<file path="src/design/pscnt_pkg.sv">
package pscnt_pkg;

  localparam int unsigned MaxSources  = 8;
  localparam int unsigned CounterBits = 48;
  localparam int unsigned CountBits   = 32;
  localparam int unsigned OutBits     = 48;
  localparam int unsigned AddrW       = 4;
  localparam int unsigned DataW       = 32;

  localparam logic [3:0]           ActiveReset = 4'd8;
  localparam logic [CountBits-1:0] MinReset    = 32'd2;
  localparam logic [CountBits-1:0] MaxReset    = 32'd1 << 30;

  typedef enum logic [1:0] {
    RegActive = 2'd0,
    RegMin    = 2'd1,
    RegMax    = 2'd2,
    RegNone   = 2'd3
  } reg_e;

  typedef enum logic {
    ReqKey  = 1'b0,
    ReqRead = 1'b1
  } req_e;

  typedef struct packed {
    req_e                 req_type;
    logic [CountBits-1:0] count_0;
    logic [CountBits-1:0] count_1;
    logic [CountBits-1:0] count_2;
    logic [CountBits-1:0] count_3;
    logic [CountBits-1:0] count_4;
    logic [CountBits-1:0] count_5;
    logic [CountBits-1:0] count_6;
    logic [CountBits-1:0] count_7;
    logic [2:0]           first_source;
    logic [2:0]           second_source;
  } in_item_t;

  typedef struct packed {
    logic [OutBits-1:0] pair_count;
    logic [OutBits-1:0] total_count;
  } out_item_t;

  typedef struct packed {
    logic [CountBits-1:0] min_abundance;
    logic [CountBits-1:0] max_abundance;
  } thr_t;

  // diagonal-major slot of pair (lo, hi), lo <= hi < n
  function automatic logic [5:0] pair_slot(logic [2:0] lo, logic [2:0] hi, logic [3:0] n);
    logic [2:0] d;
    logic [2:0] dm;
    logic [5:0] tri_v;
    begin
      d     = hi - lo;
      dm    = (d != 3'd0) ? (d - 3'd1) : 3'd0;
      tri_v = (6'(d) * 6'(dm)) >> 1;
      return 6'(n) * 6'(d) - tri_v + 6'(lo);
    end
  endfunction

endpackage

</file>
<file path="src/design/pairwise_shared_item_counter_core.sv">
// Pairwise shared item counter.
// Input channel (in_valid_i / in_stall_o, in_item_i): a key item (req_type 0)
// carries one abundance count per source; a source is present when its count
// lies in [min_abundance, max_abundance] and its index is below active_sources.
// Every pair i <= j of present sources has its counter incremented, all pairs
// in the same cycle. A read item (req_type 1) names a pair and yields one item
// on the output channel (out_valid_o / out_stall_i, out_item_o) with the pair
// counter and the saturated sum of all counters. Key items yield nothing.
// Throughput: one item per cycle while no read waits on a stalled output; the
// presence compare, the counter cells and the running-total adder are separate
// register stages, and a read result then goes to the output register.
// A stalled result holds in the output register; key items keep flowing, and
// the input stalls once a read waits behind it and one more item has entered.
// Registers at 0x0, 0x4, 0x8 on the APB-style port: the user must write them
// only while idle; the block does not enforce it. Reset clears all counters
// and the total and restores register defaults (8 sources, range 2 to 2^30).
module pairwise_shared_item_counter_core #(
  parameter int unsigned MAX_SOURCES  = pscnt_pkg::MaxSources,
  parameter int unsigned COUNTER_BITS = pscnt_pkg::CounterBits
) (
  input  logic                         clk_i,
  input  logic                         rst_ni,
  input  logic                         psel,
  input  logic                         penable,
  input  logic                         pwrite,
  input  logic [pscnt_pkg::AddrW-1:0]  paddr,
  input  logic [pscnt_pkg::DataW-1:0]  pwdata,
  output logic [pscnt_pkg::DataW-1:0]  prdata,
  output logic                         pready,
  input  logic                         in_valid_i,
  output logic                         in_stall_o,
  input  pscnt_pkg::in_item_t          in_item_i,
  output logic                         out_valid_o,
  input  logic                         out_stall_i,
  output pscnt_pkg::out_item_t         out_item_o
);
  import pscnt_pkg::*;

  localparam int unsigned NumPairs = MAX_SOURCES * (MAX_SOURCES + 1) / 2;
  localparam int unsigned SlotW    = (NumPairs > 1) ? $clog2(NumPairs) : 1;
  localparam int unsigned NW       = $clog2(NumPairs + 1);
  localparam int unsigned TW       = COUNTER_BITS + 1;
  localparam logic [COUNTER_BITS-1:0] CMax = {COUNTER_BITS{1'b1}};

  // configuration
  logic [3:0]           active_q;
  logic [CountBits-1:0] min_q;
  logic [CountBits-1:0] max_q;
  logic                 cfg_wr;
  reg_e                 reg_idx;
  thr_t                 thr;

  assign pready  = 1'b1;
  assign cfg_wr  = psel && penable && pwrite && pready;
  assign reg_idx = reg_e'(paddr[AddrW-1:2]);

  always_ff @(posedge clk_i or negedge rst_ni) begin
    if (!rst_ni) begin
      active_q <= ActiveReset;
      min_q    <= MinReset;
      max_q    <= MaxReset;
    end else if (cfg_wr) begin
      unique case (reg_idx)
        RegActive: active_q <= pwdata[3:0];
        RegMin:    min_q    <= pwdata;
        RegMax:    max_q    <= pwdata;
        default:   ;
      endcase
    end
  end

  always_comb begin
    unique case (reg_idx)
      RegActive: prdata = DataW'(active_q);
      RegMin:    prdata = min_q;
      RegMax:    prdata = max_q;
      default:   prdata = '0;
    endcase
  end

  assign thr.min_abundance = min_q;
  assign thr.max_abundance = max_q;

  // presence lanes
  logic [CountBits-1:0]   counts [8];
  logic [MAX_SOURCES-1:0] mask_d;

  assign counts[0] = in_item_i.count_0;
  assign counts[1] = in_item_i.count_1;
  assign counts[2] = in_item_i.count_2;
  assign counts[3] = in_item_i.count_3;
  assign counts[4] = in_item_i.count_4;
  assign counts[5] = in_item_i.count_5;
  assign counts[6] = in_item_i.count_6;
  assign counts[7] = in_item_i.count_7;

  for (genvar l = 0; l < MAX_SOURCES; l++) begin : g_lane
    pscnt_lane u_lane (
      .count_i   (counts[l]),
      .thr_i     (thr),
      .enable_i  (4'(l) < active_q),
      .present_o (mask_d[l])
    );
  end

  // read pair ordering
  logic [2:0] src_lo;
  logic [2:0] src_hi;
  logic [5:0] slot_full;
  logic       rin_d;

  assign src_lo    = (in_item_i.first_source < in_item_i.second_source) ?
                     in_item_i.first_source : in_item_i.second_source;
  assign src_hi    = (in_item_i.first_source < in_item_i.second_source) ?
                     in_item_i.second_source : in_item_i.first_source;
  assign slot_full = pair_slot(src_lo, src_hi, 4'(MAX_SOURCES));
  assign rin_d     = ({1'b0, src_hi} < 4'(MAX_SOURCES));

  // pipeline control
  logic                    v1_q, v2_q, out_v_q;
  req_e                    type1_q, type2_q;
  logic [MAX_SOURCES-1:0]  mask1_q;
  logic [SlotW-1:0]        slot1_q;
  logic                    rin1_q, rin2_q;
  logic [NW-1:0]           n2_q;
  logic [COUNTER_BITS-1:0] pair2_q;
  logic [COUNTER_BITS-1:0] total_q;
  logic                    in_acc, s1_adv, s2_adv;
  logic [COUNTER_BITS-1:0] rd_data;
  logic [NW-1:0]           inc_count;

  assign s2_adv     = v2_q && ((type2_q == ReqKey) || !out_v_q || !out_stall_i);
  assign s1_adv     = v1_q && (!v2_q || s2_adv);
  assign in_stall_o = v1_q && !s1_adv;
  assign in_acc     = in_valid_i && !in_stall_o;

  always_ff @(posedge clk_i or negedge rst_ni) begin
    if (!rst_ni) begin
      v1_q <= 1'b0;
    end else if (!in_stall_o) begin
      v1_q <= in_valid_i;
    end
  end

  always_ff @(posedge clk_i) begin
    if (in_acc) begin
      type1_q <= in_item_i.req_type;
      mask1_q <= mask_d;
      slot1_q <= slot_full[SlotW-1:0];
      rin1_q  <= rin_d;
    end
  end

  pscnt_pair_array #(
    .MAX_SOURCES  (MAX_SOURCES),
    .COUNTER_BITS (COUNTER_BITS)
  ) u_pairs (
    .clk_i       (clk_i),
    .rst_ni      (rst_ni),
    .upd_en_i    (s1_adv && (type1_q == ReqKey)),
    .mask_i      (mask1_q),
    .rd_slot_i   (slot1_q),
    .rd_data_o   (rd_data),
    .inc_count_o (inc_count)
  );

  always_ff @(posedge clk_i or negedge rst_ni) begin
    if (!rst_ni) begin
      v2_q <= 1'b0;
    end else if (s1_adv) begin
      v2_q <= 1'b1;
    end else if (s2_adv) begin
      v2_q <= 1'b0;
    end
  end

  always_ff @(posedge clk_i) begin
    if (s1_adv) begin
      type2_q <= type1_q;
      n2_q    <= inc_count;
      pair2_q <= rd_data;
      rin2_q  <= rin1_q;
    end
  end

  // merge: running total
  logic [TW-1:0] tsum;

  assign tsum = {1'b0, total_q} + TW'(n2_q);

  always_ff @(posedge clk_i or negedge rst_ni) begin
    if (!rst_ni) begin
      total_q <= '0;
    end else if (s2_adv && (type2_q == ReqKey)) begin
      total_q <= (tsum > {1'b0, CMax}) ? CMax : tsum[COUNTER_BITS-1:0];
    end
  end

  // output clamp and register
  logic [OutBits-1:0] pair_out, total_out;

  if (COUNTER_BITS > OutBits) begin : g_clamp
    assign pair_out  = (|pair2_q[COUNTER_BITS-1:OutBits]) ? '1 : pair2_q[OutBits-1:0];
    assign total_out = (|total_q[COUNTER_BITS-1:OutBits]) ? '1 : total_q[OutBits-1:0];
  end else begin : g_ext
    assign pair_out  = OutBits'(pair2_q);
    assign total_out = OutBits'(total_q);
  end

  out_item_t out_q;

  always_ff @(posedge clk_i or negedge rst_ni) begin
    if (!rst_ni) begin
      out_v_q <= 1'b0;
    end else if (s2_adv && (type2_q == ReqRead)) begin
      out_v_q <= 1'b1;
    end else if (!out_stall_i) begin
      out_v_q <= 1'b0;
    end
  end

  always_ff @(posedge clk_i) begin
    if (s2_adv && (type2_q == ReqRead)) begin
      out_q.pair_count  <= rin2_q ? pair_out : '0;
      out_q.total_count <= total_out;
    end
  end

  assign out_valid_o = out_v_q;
  assign out_item_o  = out_q;

`ifndef NO_ASSERTIONS
  a_stall_needs_item : assert property (@(posedge clk_i) disable iff (!rst_ni)
    in_stall_o |-> (v1_q && v2_q))
    else $error("input stalled without a blocked item");

  a_total_monotonic : assert property (@(posedge clk_i) disable iff (!rst_ni)
    1'b1 |=> (total_q >= $past(total_q)))
    else $error("running total decreased");

  a_pair_le_total : assert property (@(posedge clk_i) disable iff (!rst_ni)
    out_valid_o |-> (out_item_o.pair_count <= out_item_o.total_count))
    else $error("pair count exceeds total");

  a_result_from_read : assert property (@(posedge clk_i) disable iff (!rst_ni)
    $rose(out_v_q) |-> $past(v2_q && (type2_q == ReqRead)))
    else $error("result not caused by a read item");
`endif

endmodule

</file>
<file path="src/design/pscnt_lane.sv">
module pscnt_lane (
  input  logic [pscnt_pkg::CountBits-1:0] count_i,
  input  pscnt_pkg::thr_t                 thr_i,
  input  logic                            enable_i,
  output logic                            present_o
);
  import pscnt_pkg::*;

  assign present_o = enable_i && (count_i >= thr_i.min_abundance) &&
                     (count_i <= thr_i.max_abundance);

endmodule

</file>
<file path="src/design/pscnt_pair_array.sv">
module pscnt_pair_array #(
  parameter int unsigned MAX_SOURCES  = pscnt_pkg::MaxSources,
  parameter int unsigned COUNTER_BITS = pscnt_pkg::CounterBits,
  localparam int unsigned NumPairs = MAX_SOURCES * (MAX_SOURCES + 1) / 2,
  localparam int unsigned SlotW    = (NumPairs > 1) ? $clog2(NumPairs) : 1,
  localparam int unsigned NW       = $clog2(NumPairs + 1)
) (
  input  logic                    clk_i,
  input  logic                    rst_ni,
  input  logic                    upd_en_i,
  input  logic [MAX_SOURCES-1:0]  mask_i,
  input  logic [SlotW-1:0]        rd_slot_i,
  output logic [COUNTER_BITS-1:0] rd_data_o,
  output logic [NW-1:0]           inc_count_o
);
  import pscnt_pkg::*;

  logic [COUNTER_BITS-1:0] cnt_q [NumPairs];
  logic [NumPairs-1:0]     inc;

  for (genvar i = 0; i < MAX_SOURCES; i++) begin : g_row
    for (genvar j = i; j < MAX_SOURCES; j++) begin : g_col
      localparam int unsigned Slot = int'(pair_slot(3'(i), 3'(j), 4'(MAX_SOURCES)));

      assign inc[Slot] = upd_en_i && mask_i[i] && mask_i[j] && (cnt_q[Slot] != '1);

      always_ff @(posedge clk_i or negedge rst_ni) begin
        if (!rst_ni) begin
          cnt_q[Slot] <= '0;
        end else if (inc[Slot]) begin
          cnt_q[Slot] <= cnt_q[Slot] + COUNTER_BITS'(1);
        end
      end
    end
  end

  assign inc_count_o = NW'($countones(inc));
  assign rd_data_o   = cnt_q[rd_slot_i];

endmodule
</file>
<file path="config.mk">
export PLATFORM = sky130hd
export DESIGN_NAME = pairwise_shared_item_counter_core
export DESIGN_NICKNAME = d
export VERILOG_FILES = /design/src/design/pscnt_pkg.sv /design/src/design/pairwise_shared_item_counter_core.sv /design/src/design/pscnt_lane.sv /design/src/design/pscnt_pair_array.sv
export SDC_FILE = /design/constraint.sdc
export NUM_CORES = 2
export LEC_CHECK = 0
export BUFFER_PORTS_ARGS = -buffer_cell sky130_fd_sc_hd__buf_4
export CORE_MARGIN = 2
export CORE_UTILIZATION = 35
export CTS_BUF_LIST = sky130_fd_sc_hd__clkbuf_4 sky130_fd_sc_hd__clkbuf_8
export DETAILED_ROUTE_END_ITERATION = 12
export HOLD_SLACK_MARGIN = 0.1
export RECOVER_POWER = 50
export SKIP_CTS_REPAIR_TIMING = 1
export SLEW_MARGIN = 10
export SYNTH_ARGS = -nofsm -noshare
export SYNTH_HDL_FRONTEND = slang
export SYNTH_SLANG_ARGS = --single-unit
export TNS_END_PERCENT = 1
</file>
<file path="constraint.sdc">
create_clock -name clk_i -period 8.1 [get_ports clk_i]
set_input_delay 1.62 -clock clk_i [delete_from_list [all_inputs] [get_ports clk_i]]
set_output_delay 1.62 -clock clk_i [all_outputs]
set_load 0.1 [all_outputs]
</file>
==> impl_summary.md <==
Setup path
STA classifies the critical path endpoint as a flip-flop. The worst-case register-to-register setup slack is around 0.24 ns. The data required time at the worst endpoint is approximately 9 ns. The critical path starts at u_pairs.cnt_q[577]$_DFFE_PN0P_. The startpoint type of the worst setup path is a flip-flop. Data arrives at the worst endpoint at roughly 8.7 ns.

The cell that appears most often on the critical path is sky130_fd_sc_hd__fa_1. The startpoint identified for the worst register-to-register timing path is u_pairs.cnt_q[577]$_DFFE_PN0P_. The critical path contains buffers and inverters numbering 6 combined. In this design, the stage delay of the slowest critical-path cell is approximately 0.55 ns.

Among all stages on the critical path, the largest delay is contributed by sky130_fd_sc_hd__fa_1. The cell family with the largest share of critical-path delay is adder cells. The capturing point of the worst reg2reg path is n2_q[4]$_DFFE_PN_. In this run the worst path has a maximum fanout of 5. The worst setup path is of the flip-flop to flip-flop kind.

The depth of the worst register-to-register path is 26.

Logic synthesis
The most used flip-flop cell after synthesis is sky130_fd_sc_hd__dfrtp_1. By area the synthesized netlist is led by sky130_fd_sc_hd__dfrtp_1, sky130_fd_sc_hd__mux4_2, sky130_fd_sc_hd__xnor2_1. The number of nets in the synthesized netlist is approximately 11000. The post-synthesis cell type count is ~110.

Counting instances in the post-synthesis netlist gives the leading cell types as sky130_fd_sc_hd__dfrtp_1, sky130_fd_sc_hd__xnor2_1, sky130_fd_sc_hd__nand2_1. The library cell with the highest instance count after synthesis is sky130_fd_sc_hd__dfrtp_1. The share of the synthesized area in the top cell type is 39.84%. The post-synthesis instance area is roughly 120000 um^2. After synthesis, the mean cell area works out to between 10 and 15 um^2. Summing the sequential cell areas from Yosys gives 44.22% of the chip area. Counting flops and latches in the post-synthesis netlist gives around 2000. Yosys mapped a number of flops with a built-in enable equal to 166. In the synthesized netlist, the number of instances is between 10000 and 15000. sky130_fd_sc_hd__dfrtp_1 takes more of the synthesized area than any other cell. The share of async-settable or async-resettable flops after synthesis is around nine tenths. The count of yosys warnings during synthesis is 0.

STA
The total count of max-transition violations in the final report was 1180. The total count of hold-check failures in the final report is 0. The setup slack after layout is roughly 0.24 ns.

After layout, the worst path uses 97.02% of the clock period. For this run, the top clock speed supported by timing is about 130 MHz. The clock arrives with around 0.15 ns of skew. Setup violations remaining at the end of the flow were counted as 0. The minimum period implied by the final worst setup slack is slightly below 8 ns. The measured slew at the worst slew-check pin is roughly 3.8 ns. The worst pin sits at a relative slew slack of -154.7%. Setup repair after global routing left no endpoint under its margin.

Clock tree
The clock transition time at the flip-flop clock pins of the worst setup and hold paths is 0.06 ns. The number of clock buffers added by TritonCTS is between 300 and 400. The clock passes through at most 4 buffers.

The TritonCTS clock tree is yes. CTS placed an instance of sky130_fd_sc_hd__clkbuf_8 at the clock tree root. CTS built an H-tree with a depth of 5. The clock latency reported for the late side of the worst-skew pair is 1.11 ns.

The number of sinks handled by clock tree synthesis is 2013.

GRT
Entering global routing, the biggest net connects 171 pins. The met3 track demand over resource in global routing is under 10%. The number of global-route vias before repair is 87000. The met1 global-route usage is between 30% and 40%. After global routing the overflow that remains totals 0. The first global-routing pass estimated roughly 600000 um of wire. Global routing consumed, on the met2 layer, between 30% and 40% of the routing resources. The initial antenna violation count is 74. Global routing used about a quarter of the available tracks. The busiest metal layer after global routing is met2.

Routing
The detailed router placed approximately 90000 vias in this run. The total detailed-routing wirelength is a little over 400000 um. In the routed design, unresolved DRC markers number 0. The routed via count divided by cell count is approximately 5.6. The average detailed-routed wire length per instance is approximately 25 um. The length of the first detailed-routing pass in iterations is 6. In this run the remaining antenna-violating nets after routing total 0. The first routing iteration left 9142 violations.

Power and ir drop
The relative contribution of sequential cells to total power is between 30 and 40%. Across the VDD grid, the largest voltage drop is between 0.00015 and 0.0002 V. Internal power comes to about 19 mW. The total power after layout is about 28 mW.

The cell leakage power is approximately 58 nW. The analysis attributes to net switching a power of around 9.4 mW. Net switching is between 30% and 40% of the power. The combinational fraction of design power is around a quarter. The power density normalized to cell area is 211.7 nW/um^2.

The share of total power dissipated in the clock network is 36.3%.

Finish
The final-stage net count is 12230. Cells with a size suffix above 1 make up approximately 18% of the layout. For this run, the share of the core covered by cells in the final layout is about two fifths. The layout overhead on the synthesized area is 15.58%. Counting the fill cells in the layout gives between 30000 and 40000.

Place
At the placement stage, the worst setup path has a slack of -0.7590 ns. The number of buffers inserted by port buffering is 433. The final weighted congestion in routability-driven placement is between 0.9 and 1. The detailed placement HPWL is 318100 um.

Die
After floorplanning, the core was sized to cover 329700 um^2. Measured along the x axis, the die boundary spans 579.2 um. The die covers 335500 um^2. Measured along the y axis, the die boundary spans between 500 and 600 um.

In this run the core area contains 211 standard-cell rows. The top-level port count is 437. The effective utilization at floorplan is 35.12%.

Worst hold path
The path with the worst hold slack has its endpoint at out_item_o[95]$_DFFE_PP_. The tightest min-delay check is of the flip-flop to flip-flop type. The worst hold path was traced through 0 stages.

In this run the most critical hold path is launched from pair2_q[47]$_DFFE_PN_.

Run status
The checks that failed: max-capacitance violations, max-slew violations. The run finished, with violations left.

Flow run
The number of maximum-capacitance violations is 18.
-- sequential cells by signal, indices dropped and copies added (netlist names), 6 cells and up --
register and flops:
mask1_q 8, max_q 32, min_q 32, n2_q 6
out_item_o 96, pair2_q 48, slot1_q 6, total_out 48
u_pairs.cnt_q 1728
-- through the flow --
step | setup TNS, ns | hold WS (ns) | cell area, um^2 | cells
after global routing | 0 | 0.4162 | 133800 | 15970
after global placement | -3.492 | 0.4011 | 126200 | 15290
after CTS | -0.1183 | 0.2753 | 133900 | 15940
final | 0 | 0.4164 | 133900 | 16010
after detailed placement | -3.203 | 0.4045 | 126200 | 15290
after floorplan | -0.8988 | 0.4003 | 115900 | 10430
-- worst max path at each step --
stage | endpoint | depth (start not counted) | slack (ns)
final | n2_q[4]$_DFFE_PN_ | 26 | 0.24
after global routing | n2_q[4]$_DFFE_PN_ | 24 | 0.005
after CTS | n2_q[4]$_DFFE_PN_ | 25 | -0.08
after detailed placement | n2_q[4]$_DFFE_PN_ | 25 | -0.76
after global placement | n2_q[4]$_DFFE_PN_ | 25 | -0.81
after floorplan | n2_q[4]$_DFFE_PN_ | 25 | -0.35
-- kinds of logic (layout without fill, tap and decap cells) --
kind of cell	Yosys count	count (layout)	synth area share, %
simple gates	4152	4152	19.02
flops	2013	2013	44.22
compound gates	789	789	4.365
buf+inv	579	1736	1.938
xor+xnor	1716	1716	12.98
other cells	1	53	0.003238
fa+ha+maj	612	612	6.800
mux	570	570	10.67
-- layout by cell type (no fill, tap or decap), types with 444 or more instances in the layout --
cell | Yosys | routed
sky130_fd_sc_hd__nand3_1 | 796 | 796
sky130_fd_sc_hd__nand2_1 | 915 | 913
sky130_fd_sc_hd__nor2_1 | 561 | 557
sky130_fd_sc_hd__nand4_1 | 611 | 612
sky130_fd_sc_hd__ha_1 | 583 | 581
sky130_fd_sc_hd__xor2_1 | 483 | 483
sky130_fd_sc_hd__clkbuf_8 | 0 | 444
sky130_fd_sc_hd__dfrtp_1 | 1844 | 1841
sky130_fd_sc_hd__xnor2_1 | 1233 | 1233
sky130_fd_sc_hd__buf_4 | 4 | 678
sky130_fd_sc_hd__mux4_2 | 527 | 527
-- worst reg2reg max path, stage by stage (launching register included) --
cell and delay (ns):
sky130_fd_sc_hd__dfrtp_1 0.43, sky130_fd_sc_hd__ha_2 0.25, sky130_fd_sc_hd__nand4_1 0.10, sky130_fd_sc_hd__nor4_2 0.23, sky130_fd_sc_hd__buf_4 0.18, sky130_fd_sc_hd__nand4_1 0.22
sky130_fd_sc_hd__nand2_2 0.15, sky130_fd_sc_hd__inv_1 0.07, sky130_fd_sc_hd__fa_1 0.53, sky130_fd_sc_hd__inv_1 0.05, sky130_fd_sc_hd__fa_1 0.55, sky130_fd_sc_hd__fa_2 0.49
sky130_fd_sc_hd__fa_1 0.50, sky130_fd_sc_hd__inv_1 0.04, sky130_fd_sc_hd__ha_1 0.28, sky130_fd_sc_hd__inv_1 0.05, sky130_fd_sc_hd__fa_1 0.46, sky130_fd_sc_hd__fa_1 0.54
sky130_fd_sc_hd__fa_1 0.43, sky130_fd_sc_hd__fa_1 0.45, sky130_fd_sc_hd__fa_1 0.49, sky130_fd_sc_hd__inv_1 0.05, sky130_fd_sc_hd__fa_2 0.35, sky130_fd_sc_hd__fa_2 0.35
sky130_fd_sc_hd__a21o_1 0.18, sky130_fd_sc_hd__a21oi_2 0.14, sky130_fd_sc_hd__xnor2_1 0.07
-- power by group through the flow --
stage,sequential (mW),combinational (mW),clock (mW)
2_1_floorplan,11.4,4.13,0
3_3_place_gp,11.4,6.66,0
3_5_place_dp,11.4,6.73,0
4_1_cts,11.3,6.75,10.5
5_1_grt,11.3,7.29,11.0
6_report,11.3,6.76,10.3
-- routing by layer --
layer	up-vias	routed length, um
met3	894	35390
li1	40230	-
met4	36	28160
met5	-	406
met2	3730	176000
met1	44940	166700
-- layout make-up --
type	instances	area [um^2]	share of cell area, %
diodes	52	130.1	0.09721
multi-input cells	7840	62520	46.70
flip-flops and latches	2013	51210	38.26
repair buffers	759	5595	4.180
inverters	335	1257	0.9394
well taps	4366	5463	4.081
clock buffers	555	6944	5.188
clock inverters	87	740.7	0.5534
(Power assumes the default switching activity.)
